`config.mk`:
```
export PLATFORM = sky130hd
export DESIGN_NAME = lru_key_value_cache
export DESIGN_NICKNAME = d
export VERILOG_FILES = /design/src/hw/rtl/lrukv_pkg.sv /design/src/hw/rtl/lru_key_value_cache.sv /design/src/hw/rtl/lrukv_cell.sv
export SDC_FILE = /design/constraint.sdc
export NUM_CORES = 1
export LEC_CHECK = 0
export BUFFER_PORTS_ARGS = -buffer_cell sky130_fd_sc_hd__buf_2
export CAP_MARGIN = 20
export CORE_MARGIN = 3
export CORE_UTILIZATION = 62
export CTS_CLUSTER_SIZE = 40
export DETAILED_ROUTE_END_ITERATION = 12
export PLACE_DENSITY = 0.8
export SLEW_MARGIN = 20
export SYNTH_ARGS = -nofsm -noshare
export SYNTH_HDL_FRONTEND = slang
export SYNTH_SLANG_ARGS = --single-unit
export TNS_END_PERCENT = 5
```
`constraint.sdc`:
```
create_clock -name clk -period 12.5 [get_ports clk]
set_clock_uncertainty 0.2 [all_clocks]
set_input_delay 3.75 -clock clk [delete_from_list [all_inputs] [get_ports clk]]
set_output_delay 3.75 -clock clk [all_outputs]
set_load 0.01 [all_outputs]
```
`src/hw/rtl/lrukv_pkg.sv`:
```
// Shared types and constants for the LRU key/value cache.
// No dependencies; imported by lrukv_cell and lru_key_value_cache.
package lrukv_pkg;

  localparam logic        ACT_GET    = 1'b0;
  localparam logic        ACT_PUT    = 1'b1;
  localparam logic [4:0]  CAP_RESET  = 5'd16;
  localparam logic [31:0] MISS_VALUE = 32'hFFFF_FFFF;

  typedef struct packed {
    logic               action;
    logic signed [31:0] lookup_key;
    logic signed [31:0] write_value;
  } lrukv_in_t;

  typedef struct packed {
    logic               found;
    logic signed [31:0] read_value;
    logic               evicted;
  } lrukv_out_t;

  typedef struct packed {
    logic        valid;
    logic [31:0] key;
    logic [31:0] data;
  } lrukv_entry_t;

  typedef struct packed {
    logic        cmp_en;
    logic        upd_en;
    logic        use_match;
    logic [31:0] key;
  } lrukv_ctl_t;

endpackage

```
`src/hw/rtl/lru_key_value_cache.sv`:
```
// Top level of the LRU key/value cache: control, occupancy and the cell row.
// Depends on lrukv_pkg and lrukv_cell.
//
// Fully associative store of up to ENTRIES key/value pairs kept in recency
// order along a row of cells, cell 0 most recent. Each request passes through
// the states S_IDLE, in which it is accepted and captured, S_CMP, in which
// every cell compares its key in parallel, and S_UPD, in which the row
// shifts by a position up to the hit (or up to the fill/eviction point) and
// the new entry enters cell 0. The result is registered at the end of S_UPD
// and the next request is accepted only once the block is back in S_IDLE;
// one request is never overlapped with another. A new request is taken
// while the previous result waits in the output register; its update cycle
// stretches until that result is accepted. The shift decision ripples along
// the row, which sets the update cycle's length. Capacity is written through
// the cfg port while idle; zero acts as one and values above ENTRIES act as
// ENTRIES.
module lru_key_value_cache import lrukv_pkg::*; #(
  parameter int ENTRIES = 16
) (
  input  logic       clk,
  input  logic       rst_n,
  input  logic       in_valid,
  output logic       in_ready,
  input  lrukv_in_t  in_data,
  output logic       out_valid,
  input  logic       out_ready,
  output lrukv_out_t out_data,
  input  logic       cfg_valid,
  output logic       cfg_ready,
  input  logic [4:0] cfg_data
);

  localparam int IW = (ENTRIES > 1) ? $clog2(ENTRIES) : 1;
  localparam int OW = $clog2(ENTRIES + 1);
  localparam int CW = (OW > 5) ? OW : 5;

  typedef enum logic [1:0] {S_IDLE, S_CMP, S_UPD} state_t;

  state_t       state_r;
  lrukv_in_t    req_r;
  lrukv_out_t   out_r;
  logic         out_valid_r;
  logic [4:0]   cap_r;
  logic [OW-1:0] occ_r;

  lrukv_ctl_t   ctl;
  lrukv_entry_t ent   [ENTRIES];
  lrukv_entry_t lft   [ENTRIES];
  logic         shf   [ENTRIES+1];
  logic [ENTRIES-1:0] match;

  logic          hit;
  logic [31:0]   hit_data;
  logic [CW-1:0] cap_x;
  logic [CW-1:0] eff_cap;
  logic [CW-1:0] occ_x;
  logic          has_room;
  logic          is_put;
  logic          upd_go;
  logic [IW-1:0] limit;
  lrukv_entry_t  new_ent;
  lrukv_out_t    rsp;

  assign in_ready  = (state_r == S_IDLE);
  assign cfg_ready = (state_r == S_IDLE);
  assign out_valid = out_valid_r;
  assign out_data  = out_r;

  assign is_put   = (req_r.action == ACT_PUT);
  assign upd_go   = (state_r == S_UPD) && (!out_valid_r || out_ready);
  assign cap_x    = CW'(cap_r);
  assign occ_x    = CW'(occ_r);
  assign eff_cap  = (cap_x == '0) ? CW'(1) :
                    (cap_x > CW'(ENTRIES)) ? CW'(ENTRIES) : cap_x;
  assign has_room = (occ_x < eff_cap);

  always_comb begin
    hit      = 1'b0;
    hit_data = '0;
    for (int i = 0; i < ENTRIES; i++) begin
      hit      = hit | match[i];
      hit_data = hit_data | (ent[i].data & {32{match[i]}});
    end
  end

  always_comb begin
    if (has_room) begin
      limit = IW'(occ_r);
    end else begin
      limit = IW'(occ_r - OW'(1));
    end
  end

  assign ctl.cmp_en    = (state_r == S_CMP);
  assign ctl.upd_en    = upd_go && (hit || is_put);
  assign ctl.use_match = hit;
  assign ctl.key       = req_r.lookup_key;

  assign new_ent.valid = 1'b1;
  assign new_ent.key   = req_r.lookup_key;
  assign new_ent.data  = is_put ? req_r.write_value : hit_data;

  assign rsp.found      = hit;
  assign rsp.read_value = is_put ? 32'sd0 : (hit ? hit_data : MISS_VALUE);
  assign rsp.evicted    = is_put && !hit && !has_room;

  assign shf[ENTRIES] = 1'b0;

  for (genvar g = 0; g < ENTRIES; g++) begin : g_cell
    if (g == 0) begin : g_head
      assign lft[g] = new_ent;
    end else begin : g_body
      assign lft[g] = ent[g-1];
    end
    lrukv_cell #(.IW(IW), .INDEX(g)) u_cell (
      .clk       (clk),
      .rst_n     (rst_n),
      .ctl       (ctl),
      .limit     (limit),
      .left_in   (lft[g]),
      .shift_in  (shf[g+1]),
      .shift_out (shf[g]),
      .match     (match[g]),
      .entry     (ent[g])
    );
  end

  always_ff @(posedge clk) begin
    if (!rst_n) begin
      state_r     <= S_IDLE;
      out_valid_r <= 1'b0;
      cap_r       <= CAP_RESET;
      occ_r       <= '0;
    end else begin
      if (cfg_valid && cfg_ready) begin
        cap_r <= cfg_data;
      end
      if (out_valid_r && out_ready) begin
        out_valid_r <= 1'b0;
      end
      case (state_r)
        S_IDLE: begin
          if (in_valid) begin
            state_r <= S_CMP;
          end
        end
        S_CMP: begin
          state_r <= S_UPD;
        end
        S_UPD: begin
          if (upd_go) begin
            out_valid_r <= 1'b1;
            state_r     <= S_IDLE;
            if (is_put && !hit && has_room) begin
              occ_r <= occ_r + OW'(1);
            end
          end
        end
        default: begin
          state_r <= S_IDLE;
        end
      endcase
    end
  end

  always_ff @(posedge clk) begin
    if (in_valid && in_ready) begin
      req_r <= in_data;
    end
    if (upd_go) begin
      out_r <= rsp;
    end
  end

endmodule

```
`src/hw/rtl/lrukv_cell.sv`:
```
// One position of the recency chain: holds one entry and its key match flag.
// Depends on lrukv_pkg; instantiated in a row by lru_key_value_cache.
module lrukv_cell import lrukv_pkg::*; #(
  parameter int IW    = 4,
  parameter int INDEX = 0
) (
  input  logic          clk,
  input  logic          rst_n,
  input  lrukv_ctl_t    ctl,
  input  logic [IW-1:0] limit,
  input  lrukv_entry_t  left_in,
  input  logic          shift_in,
  output logic          shift_out,
  output logic          match,
  output lrukv_entry_t  entry
);

  logic        valid_r;
  logic [31:0] key_r;
  logic [31:0] data_r;
  logic        match_r;
  logic        stop;

  assign stop      = ctl.use_match ? match_r : (limit == IW'(INDEX));
  assign shift_out = stop | shift_in;
  assign match     = match_r;
  assign entry     = '{valid: valid_r, key: key_r, data: data_r};

  always_ff @(posedge clk) begin
    if (!rst_n) begin
      valid_r <= 1'b0;
      match_r <= 1'b0;
    end else begin
      if (ctl.cmp_en) begin
        match_r <= valid_r && (key_r == ctl.key);
      end
      if (ctl.upd_en && shift_out) begin
        valid_r <= left_in.valid;
      end
    end
  end

  always_ff @(posedge clk) begin
    if (ctl.upd_en && shift_out) begin
      key_r  <= left_in.key;
      data_r <= left_in.data;
    end
  end

endmodule
```
======== Word-level counts from Yosys, hierarchy flattened ========
Index checks and enable logic that the tools add are counted.
word-level totals
  output and inout port bits .............. 37
  input port bits ......................... 75
  bits in registers ....................... 1,168
  logic and storage cells ................. 251
cells by class
  add/subtract/negate cells ............... 2
  order comparisons ....................... 2
  eq/ne operators ......................... 35
  reduce and logical (&&, ||, !) cells .... 50
  mux-type cells .......................... 27
  bitwise operators ....................... 61
operators with widths
  cell                 count
  $and 32x32->32       16
  $eq 32x32->1         16
  $or 32x32->32        15
  $mux 32              2
  $logic_and 1x1->1    40
  $eq 4x4->1 const B   8
  $or 1x1->1           30
  $mux 1               19
  $eq 4x3->1 const B   4
  $mux 5               2
  $eq 4x2->1 const B   2
  $pmux 2 s3           1
  $add 5x1->5 const B  1
  $gt 5x5->1 const B   1
  $logic_not 5->1      1
  $lt 5x5->1           1
  $eq 4x1->1 const B   1
  $logic_not 4->1      1
  $mux 2               2
  $mux 4               1
  $ne 2x2->1 const B   2
  $sub 4x1->4 const B  1
  $logic_not 1->1      3
  $reduce_and 3->1     1
  5 further kinds      6

======== Depth between registers and ports, before layout ========
Gate-level depths: netlist of run 1.
  depth in word-level cells ............... 32
  mapped depth ............................ 12
  gate-level depth less buffers ........... 11

======== Hierarchy ========
Synthesis of run 1 repeated with hierarchy kept, for this count alone.
unflattened totals
  cell total of the unflattened synthesis .. 2,616
  area, all modules ....................... 45,299.7 sq um
modules (own cells, without submodules)
  module                              cells each  area an instance (sq um)  seq. area each (sq um)  instances
  lrukv_cell (g_cell[10].u_cell ...)  118         2,383.5                   1,961.9                 5
  lrukv_cell (g_cell[11].u_cell ...)  119         2,377.3                   1,961.9                 4
  lru_key_value_cache                 719         7,229.4                   3,233.1                 1
  lrukv_cell (g_cell[1].u_cell ...)   119         2,378.5                   1,961.9                 2
  lrukv_cell (g_cell[4].u_cell ...)   118         2,376.0                   1,961.9                 2
  lrukv_cell (g_cell[3].u_cell)       119         2,383.5                   1,961.9                 1
  lrukv_cell (g_cell[0].u_cell)       119         2,376.0                   1,961.9                 1
  lrukv_cell (g_cell[15].u_cell)      119         2,374.8                   1,961.9                 1

======== Worst setup path before layout of run 1 ========
OpenSTA, ideal clock, no wires.
  path kind ............................... in2reg
  start ................................... input port out_ready
  end ..................................... register g_cell[10].u_cell.valid_r
  arrival time ............................ 9.601 ns
  slack ................................... 2.399 ns
  setup time .............................. 0.300 ns
  data required time ...................... 12.000 ns
  stages .................................. 6
  path buffers ............................ 1
  path through ............................ nand2b_1 > nor2b_1 > o21ai_1 > buf_4 > a31oi_1 > mux2i_1
on the way
  cells in the longest elaborated chain, start to end .. 4
RTL lines
  element                 RTL line                   text
  start: declaration      lru_key_value_cache.sv:26  input logic out_ready,
  $logic_or 1x1->1        lru_key_value_cache.sv:70  assign upd_go = (state_r == S_UPD) && (!out_valid_r || out_ready);
  $logic_and 1x1->1       lru_key_value_cache.sv:70
  named net upd_go        lru_key_value_cache.sv:59  logic upd_go;
  $logic_and 1x1->1       lru_key_value_cache.sv:95  assign ctl.upd_en = upd_go && (hit || is_put);
  $logic_and 1x1->1       lrukv_cell.sv:37           if (ctl.upd_en && shift_out) begin
  end signal: assignment  lrukv_cell.sv:38           valid_r <= left_in.valid;
  end: declaration        lrukv_cell.sv:18           logic valid_r;
The timed path passes the listed nets, and every way through them passes these cells.
A chain may end at the register's enable or synchronous reset.

======== Worst setup path after layout of run 1 ========
  start ................................... input port out_ready
  end ..................................... register g_cell[10].u_cell.data_r[6], enable pin
on the way
  cells in the longest elaborated chain, start to end .. 4
RTL lines
  element                 RTL line                   text
  $logic_or 1x1->1        lru_key_value_cache.sv:70
  $logic_and 1x1->1       lru_key_value_cache.sv:70
  named net upd_go        lru_key_value_cache.sv:59
  $logic_and 1x1->1       lru_key_value_cache.sv:95
  $logic_and 1x1->1       lrukv_cell.sv:44           if (ctl.upd_en && shift_out) begin
  end signal: assignment  lrukv_cell.sv:46           data_r <= left_in.data;
  end: declaration        lrukv_cell.sv:20           logic [31:0] data_r;
The timed path passes the listed nets, and every way through them passes these cells.

==> impl_metrics.toml, run 1 <==
[status]
status = "complete, no violations"

[worst_setup_path]
crit_fanout = 36
required_ns = 12.59
cp-start-kind = "input port"
arrival_ns = 6.62
critPathLaunch = "out_ready"
r2r_start = "g_cell[12].u_cell.match"
end_kind = "flop"
setup.worst_path.class = "input port to flop"

[power_and_ir_drop]
vdd_ir_drop_max_v = 0.000133
leakagePower_nw = 16.4
power_density_nw_per_um2 = 154

[clock_network]
cts_resized = 0
cts_max_path_buffers = 3
cts_setup_buffers = 0
insertion_delay_ns = 0.69
numCtsBuffers = 110
cts_max_level = 3
clockRootBuffer = "clkbuf_16"
cts.sinks = 1168
clkSlewWorstSetupHoldPaths_ns = 0.07
holdBufCountCts = 0
cts_tree = "done"

[timing]
tightest_slew_ns = 1.22
slew_viol_final = 0
setup_tns_ns = 0
min_period_ns = 6.53
max_freq_ghz = 0.153
setup-violations-final = 0
fin_crit_sh_pct = 52.2
holdWs_ns = 0.234
finalHoldViolations = 0
rsz0062_at_grt = "false"
slew_headroom_pct = 18.5

[drt]
avgViaCountPerCell = 6.57
ant_nets = 0
firstDrtPassIters = 6
dr_total_vias = 25300
drc = 0
wl_um = 109000
routedWlPerCell_um = 28.4
drt_iter0_drc = 3337

[yosys]
synth-edff-count = 1123
ys_async_sr_fraction_pct = 0
synth_area_um2 = 45400
syn-num-nets = 2761
muxShareOfSynthArea_pct = 1.02
yosysSeqAreaShare_pct = 76.3
synthSimpleGateAreaFrac_pct = 4.78
yosysUniqueCellTypes = 60
synth_top_family_by_area = "XOR/XNOR gates"
synth_compound_area_share_pct = 6.06
synthAdderAreaFrac_pct = 0.165
synth_xor_area_share_pct = 9.98
synth.avg_cell_area_um2 = 16.9
ys_warn_count = 0
synth-seq-cells = 1168
syn_inst = 2680
yosys_most_used_dff = "edfxtp_1"

[cells_and_area]
final_nets = 2894
stdcell_count = 3859
drive_above_1_share_pct = 13.0
area_delta_synth_final_pct = 11.7

[floorplanning]
die_w_um = 276
core_area_um2 = 72000
initial_core_util_pct = 63.0
rows = 98
die_y_um = 276
die_area_um2 = 76400
pin_count = 112

[placement]
place.gp.congestion = 0.927
dpl.cell_count = 3650
dp.final_hpwl_um = 66700
io_buffers = 111

[global_routing]
grt_max_degree = 69
grt_overflow = 0
antenna_found_initial = 2
grt_pass1_wl_um = 162000
track_usage_pct = 28.2
grt_pass1_vias = 26600

[run]
cap_violations = 0

[hold_path]
hp-class = "flop to flop"
holdCritStartpoint = "g_cell[2].u_cell.data_r[25]"
==> flip-flops by register name, summed over array words and instances (netlist names) <==
name,cells
out_data,34
g_cell.u_cell.match,16
g_cell.u_cell.valid_r,16
g_cell.u_cell.data_r,512
state_r,2
g_cell.u_cell.key_r,512
cap_r,5
is_put,1
ctl,32
out_valid,1
req_r,32
occ_r,5
==> cells in the mapped netlist, types with 39 or more instances <==
| cell | n | area share, % |
|---|---|---|
| a22o_1 | 45 | 0.87 |
| nor4_1 | 94 | 1.3 |
| nor2_1 | 49 | 0.41 |
| a21oi_1 | 40 | 0.44 |
| xor2_1 | 304 | 5.9 |
| nand3_1 | 53 | 0.58 |
| a221oi_1 | 45 | 0.87 |
| edfxtp_1 | 1123 | 74 |
| nand4_1 | 103 | 1.4 |
| nand2_1 | 43 | 0.36 |
| mux2i_1 | 44 | 0.97 |
| clkbuf_1 | 123 | 1.0 |
| xnor2_1 | 213 | 4.1 |
| a22oi_1 | 166 | 2.7 |
| inv_1 | 39 | 0.32 |
| dfxtp_1 | 45 | 2.0 |
==> power breakdown <==
group	switching (W)	leakage, nW	internal, W
Clock	0.00144	1.71	0.00179
Sequential	0.0000186	10.5	0.00428
Combinational	0.000180	4.16	0.0000934
==> final timing paths <==
check | end | slack, ns | depth (start not counted)
setup / recovery | g_cell[10].u_cell.data_r[6] | 5.97 | 8
hold / removal | g_cell[3].u_cell.data_r[25] | 0.23 | 0
hold reg to reg | g_cell[3].u_cell.data_r[25] | 0.23 | 0
setup reg to reg | g_cell[3].u_cell.key_r[28] | 7.21 | 8
==> cells by family after synthesis <==
| group | Yosys count |
|---|---|
| AO/OA/AOI/OAI | 360 |
| adder cells (fa/ha/maj) | 6 |
| flip-flops | 1168 |
| multiplexers | 46 |
| AND/OR/NAND/NOR | 387 |
| buffers and inverters | 196 |
| XOR/XNOR | 517 |
==> worst max-delay path, cell delays in order <==
cell and delay [ns]:
buf_2 0.08, nand2b_1 0.14, nor2b_4 0.15, buf_4 0.47, o21ai_4 0.10, buf_4 0.32, a31oi_4 0.89, buf_4 0.70
==> placed cells by master (no fill, tap or decap), types with 5 or more instances in the layout <==
cell / Yosys / routed
a21boi_0: 17 / 17
a21boi_1: 5 / 5
a21oi_1: 40 / 40
a221oi_1: 45 / 45
a22o_1: 45 / 45
a22oi_1: 166 / 166
and2_1: 12 / 11
buf_2: 6 / 111
buf_4: 3 / 64
clkbuf_1: 123 / 32
clkbuf_16: 0 / 113
clkbuf_8: 0 / 7
clkinv_1: 0 / 21
clkinv_2: 0 / 21
dfxtp_1: 45 / 32
dfxtp_2: 0 / 13
edfxtp_1: 1123 / 1123
ha_1: 6 / 6
inv_1: 39 / 39
mux2i_1: 44 / 44
nand2_1: 43 / 43
nand3_1: 53 / 53
nand4_1: 103 / 103
nor2_1: 49 / 42
nor2_4: 0 / 7
nor2b_1: 9 / 8
nor3_1: 6 / 6
nor4_1: 94 / 94
o21ai_1: 9 / 8
xnor2_1: 213 / 213
xor2_1: 304 / 304
==> layout make-up <==
type                       count  area, um2
multi-input combinational   1316      10100
tap                          950       1190
clock buffer                 152       3040
timing repair buffer         176       1050
inverter                      41        155
fill                        4172      21300
clock inverter                55        468
antenna                        1       2.50
sequential                  1168      34600
==> stage by stage <==
step | power (W) | utilization, % | area [um2] | setup slack [ns]
after floorplan | 0.00455 | - | 45400 | 2.40
after global placement | 0.00464 | 65.5 | 47200 | 5.47
after detailed placement | 0.00465 | 65.5 | 47200 | 5.35
after CTS | 0.00783 | 70.4 | 50700 | 6.02
after global routing | 0.00800 | 70.4 | 50700 | 5.87
final | 0.00780 | 70.4 | 50700 | 5.97
==> routing by layer <==
layer	wire (um)	GRT usage, %	vias to the layer above
met5	13	0	-
met4	5160	13.6	2
met3	12500	6.60	393
met2	52300	45.4	1911
met1	39500	36.8	12400
li1	-	-	10600
No activity file was read; power rests on OpenSTA's default activity.
==> inputs of run 2 (changes only) <==
Settings changed: CORE_UTILIZATION 62 to 56, PLACE_DENSITY 0.8 to 0.76.
Clock period 12.5 ns to 5.4 ns, I/O delays scaled along.
==> run 2 against run 1 <==
  * Total power up 130%
  * Global-route usage shrank 2.6 points
  * Setup slack worse by 4.8 ns
  * First-iteration DRC count shrank 11%
  * Design area is 0.78% higher
  * Utilization down 6.3 points
  * Sequential share of layout area shrank 0.53 points
  * Sequential power up 130%
  * Clock-buffer cell count is 14 lower
  * Non-clock buffer count grew 20
  * Wire length hardly changed
==> impl_metrics.toml, run 2 (same netlist as run 1, synthesis figures left out) <==
[timing]
max_freq_ghz = 0.238
finalHoldViolations = 0
slew_headroom_pct = 22.0
slew_viol_final = 0
setup-violations-final = 0
min_period_ns = 4.21
holdWs_ns = 0.247
tightest_slew_ns = 1.17
rsz0062_at_grt = "false"
fin_crit_sh_pct = 77.9

[drt]
wl_um = 109000
firstDrtPassIters = 6
drt_iter0_drc = 2973
dr_total_vias = 24900
ant_nets = 0
drc = 0
routedWlPerCell_um = 27.6
avgViaCountPerCell = 6.28

[clock_network]
clockRootBuffer = "clkbuf_16"
cts_max_level = 3
numCtsBuffers = 110
cts_setup_buffers = 0
cts_resized = 0
insertion_delay_ns = 0.67
cts_max_path_buffers = 3
cts_tree = "done"
holdBufCountCts = 0
clkSlewWorstSetupHoldPaths_ns = 0.06
cts.sinks = 1168

[global_routing]
grt_max_degree = 69
grt_overflow = 0
grt_busiest_layer = "met2"
track_usage_pct = 25.6
grt_pass1_wl_um = 162000
met3_usage_pct = 5.60
grt_pass1_vias = 25600
use_met1_pct = 35.2
antenna_found_initial = 1
grt_use_met2_pct = 39.9

[floorplanning]
rows = 103
pin_count = 112
die_area_um2 = 84500
initial_core_util_pct = 57.0
die_w_um = 291
die_y_um = 291
core_area_um2 = 79600

[worst_setup_path]
critPathLaunch = "g_cell[13].u_cell.match"
path_cells = "nor4_4 > nand3_1 > nor3_4 > inv_2 > o21bai_2 > nor2_1 > nor2_4 > buf_4"
r2r_start = "g_cell[13].u_cell.match"
critPathMaxStageDelay_ns = 0.66
crit_fanout = 35
setup.worst_path.class = "flop to flop"
critPathSlowestCell = "nor2_4"
arrival_ns = 4.33
ff2ff_setup_slack_ns = 1.19
cp-start-kind = "flop"
required_ns = 5.52
end_kind = "flop"

[placement]
io_buffers = 111
dp.final_hpwl_um = 69300
place.gp.congestion = 0.906
post_dp_cell_area_um2 = 47500

[cells_and_area]
design_area_um2 = 51100
final_cell_mix = "edfxtp_1, xor2_1, xnor2_1"
antenna_cells = 0
drive_above_1_share_pct = 13.7
area_delta_synth_final_pct = 12.6
layout_commonest_cell = "edfxtp_1"
fillers = 5389
final_nets = 2914

[power_and_ir_drop]
power_density_nw_per_um2 = 357
power.total_w = 0.0182
vdd_ir_drop_max_v = 0.000320
leakagePower_nw = 16.5

[hold_path]
holdCritStartpoint = "g_cell[10].u_cell.data_r[26]"
hp-class = "flop to flop"

[status]
status = "complete, no violations"

[run]
cap_violations = 0
run 2: power breakdown:
| group | internal (W) | switching [W] | leakage, nW |
|---|---|---|---|
| Clock | 0.00439 | 0.00324 | 1.73 |
| Combinational | 0.000223 | 0.000368 | 4.29 |
| Sequential | 0.00991 | 0.0000938 | 10.5 |
| Total | 0.0145 | 0.00370 | 16.5 |
run 2: cell type report:
cell class | instances | area (um2) | area share, %
timing repair buffer | 196 | 1280 | 2.50
sequential | 1168 | 34600 | 67.8
clock buffer | 138 | 2960 | 5.80
clock inverter | 62 | 596 | 1.17
tap | 1050 | 1310 | 2.57
multi-input combinational | 1316 | 10100 | 19.8
inverter | 41 | 155 | 0.304
run 2: per-stage QoR:
stage          worst slack [ns]  util [%]  std cells  setup TNS (ns)
2_1_floorplan            -0.253         -       2680          -70.13
3_3_place_gp               1.10      59.6       3770               0
3_5_place_dp               1.01      59.6       3770               0
4_1_cts                    1.05      64.1       3970               0
5_1_grt                    1.04      64.1       3971               0
6_report                   1.19      64.1       3971               0
run 2: metal layers:
metal / part of all wire, % / vias up
met5: 0.012 / -
met4: 4.3 / 2
met3: 11 / 327
met2: 46 / 1641
met1: 39 / 12300
li1: - / 10600
run 2: path summary, 6_finish.rpt:
path	to	depth (start not counted)
max	g_cell[4].u_cell.key_r[0]	8
min	g_cell[11].u_cell.data_r[26]	0
max reg2reg	g_cell[4].u_cell.key_r[0]	8
min reg2reg	g_cell[11].u_cell.data_r[26]	0
run 2: critical path: cells and delay by family, from the launching register on:
kind	cells	cell delay [ns]
simple gates	5	1.85
buf+inv	2	0.80
flops	1	0.65
compound gates	1	0.32
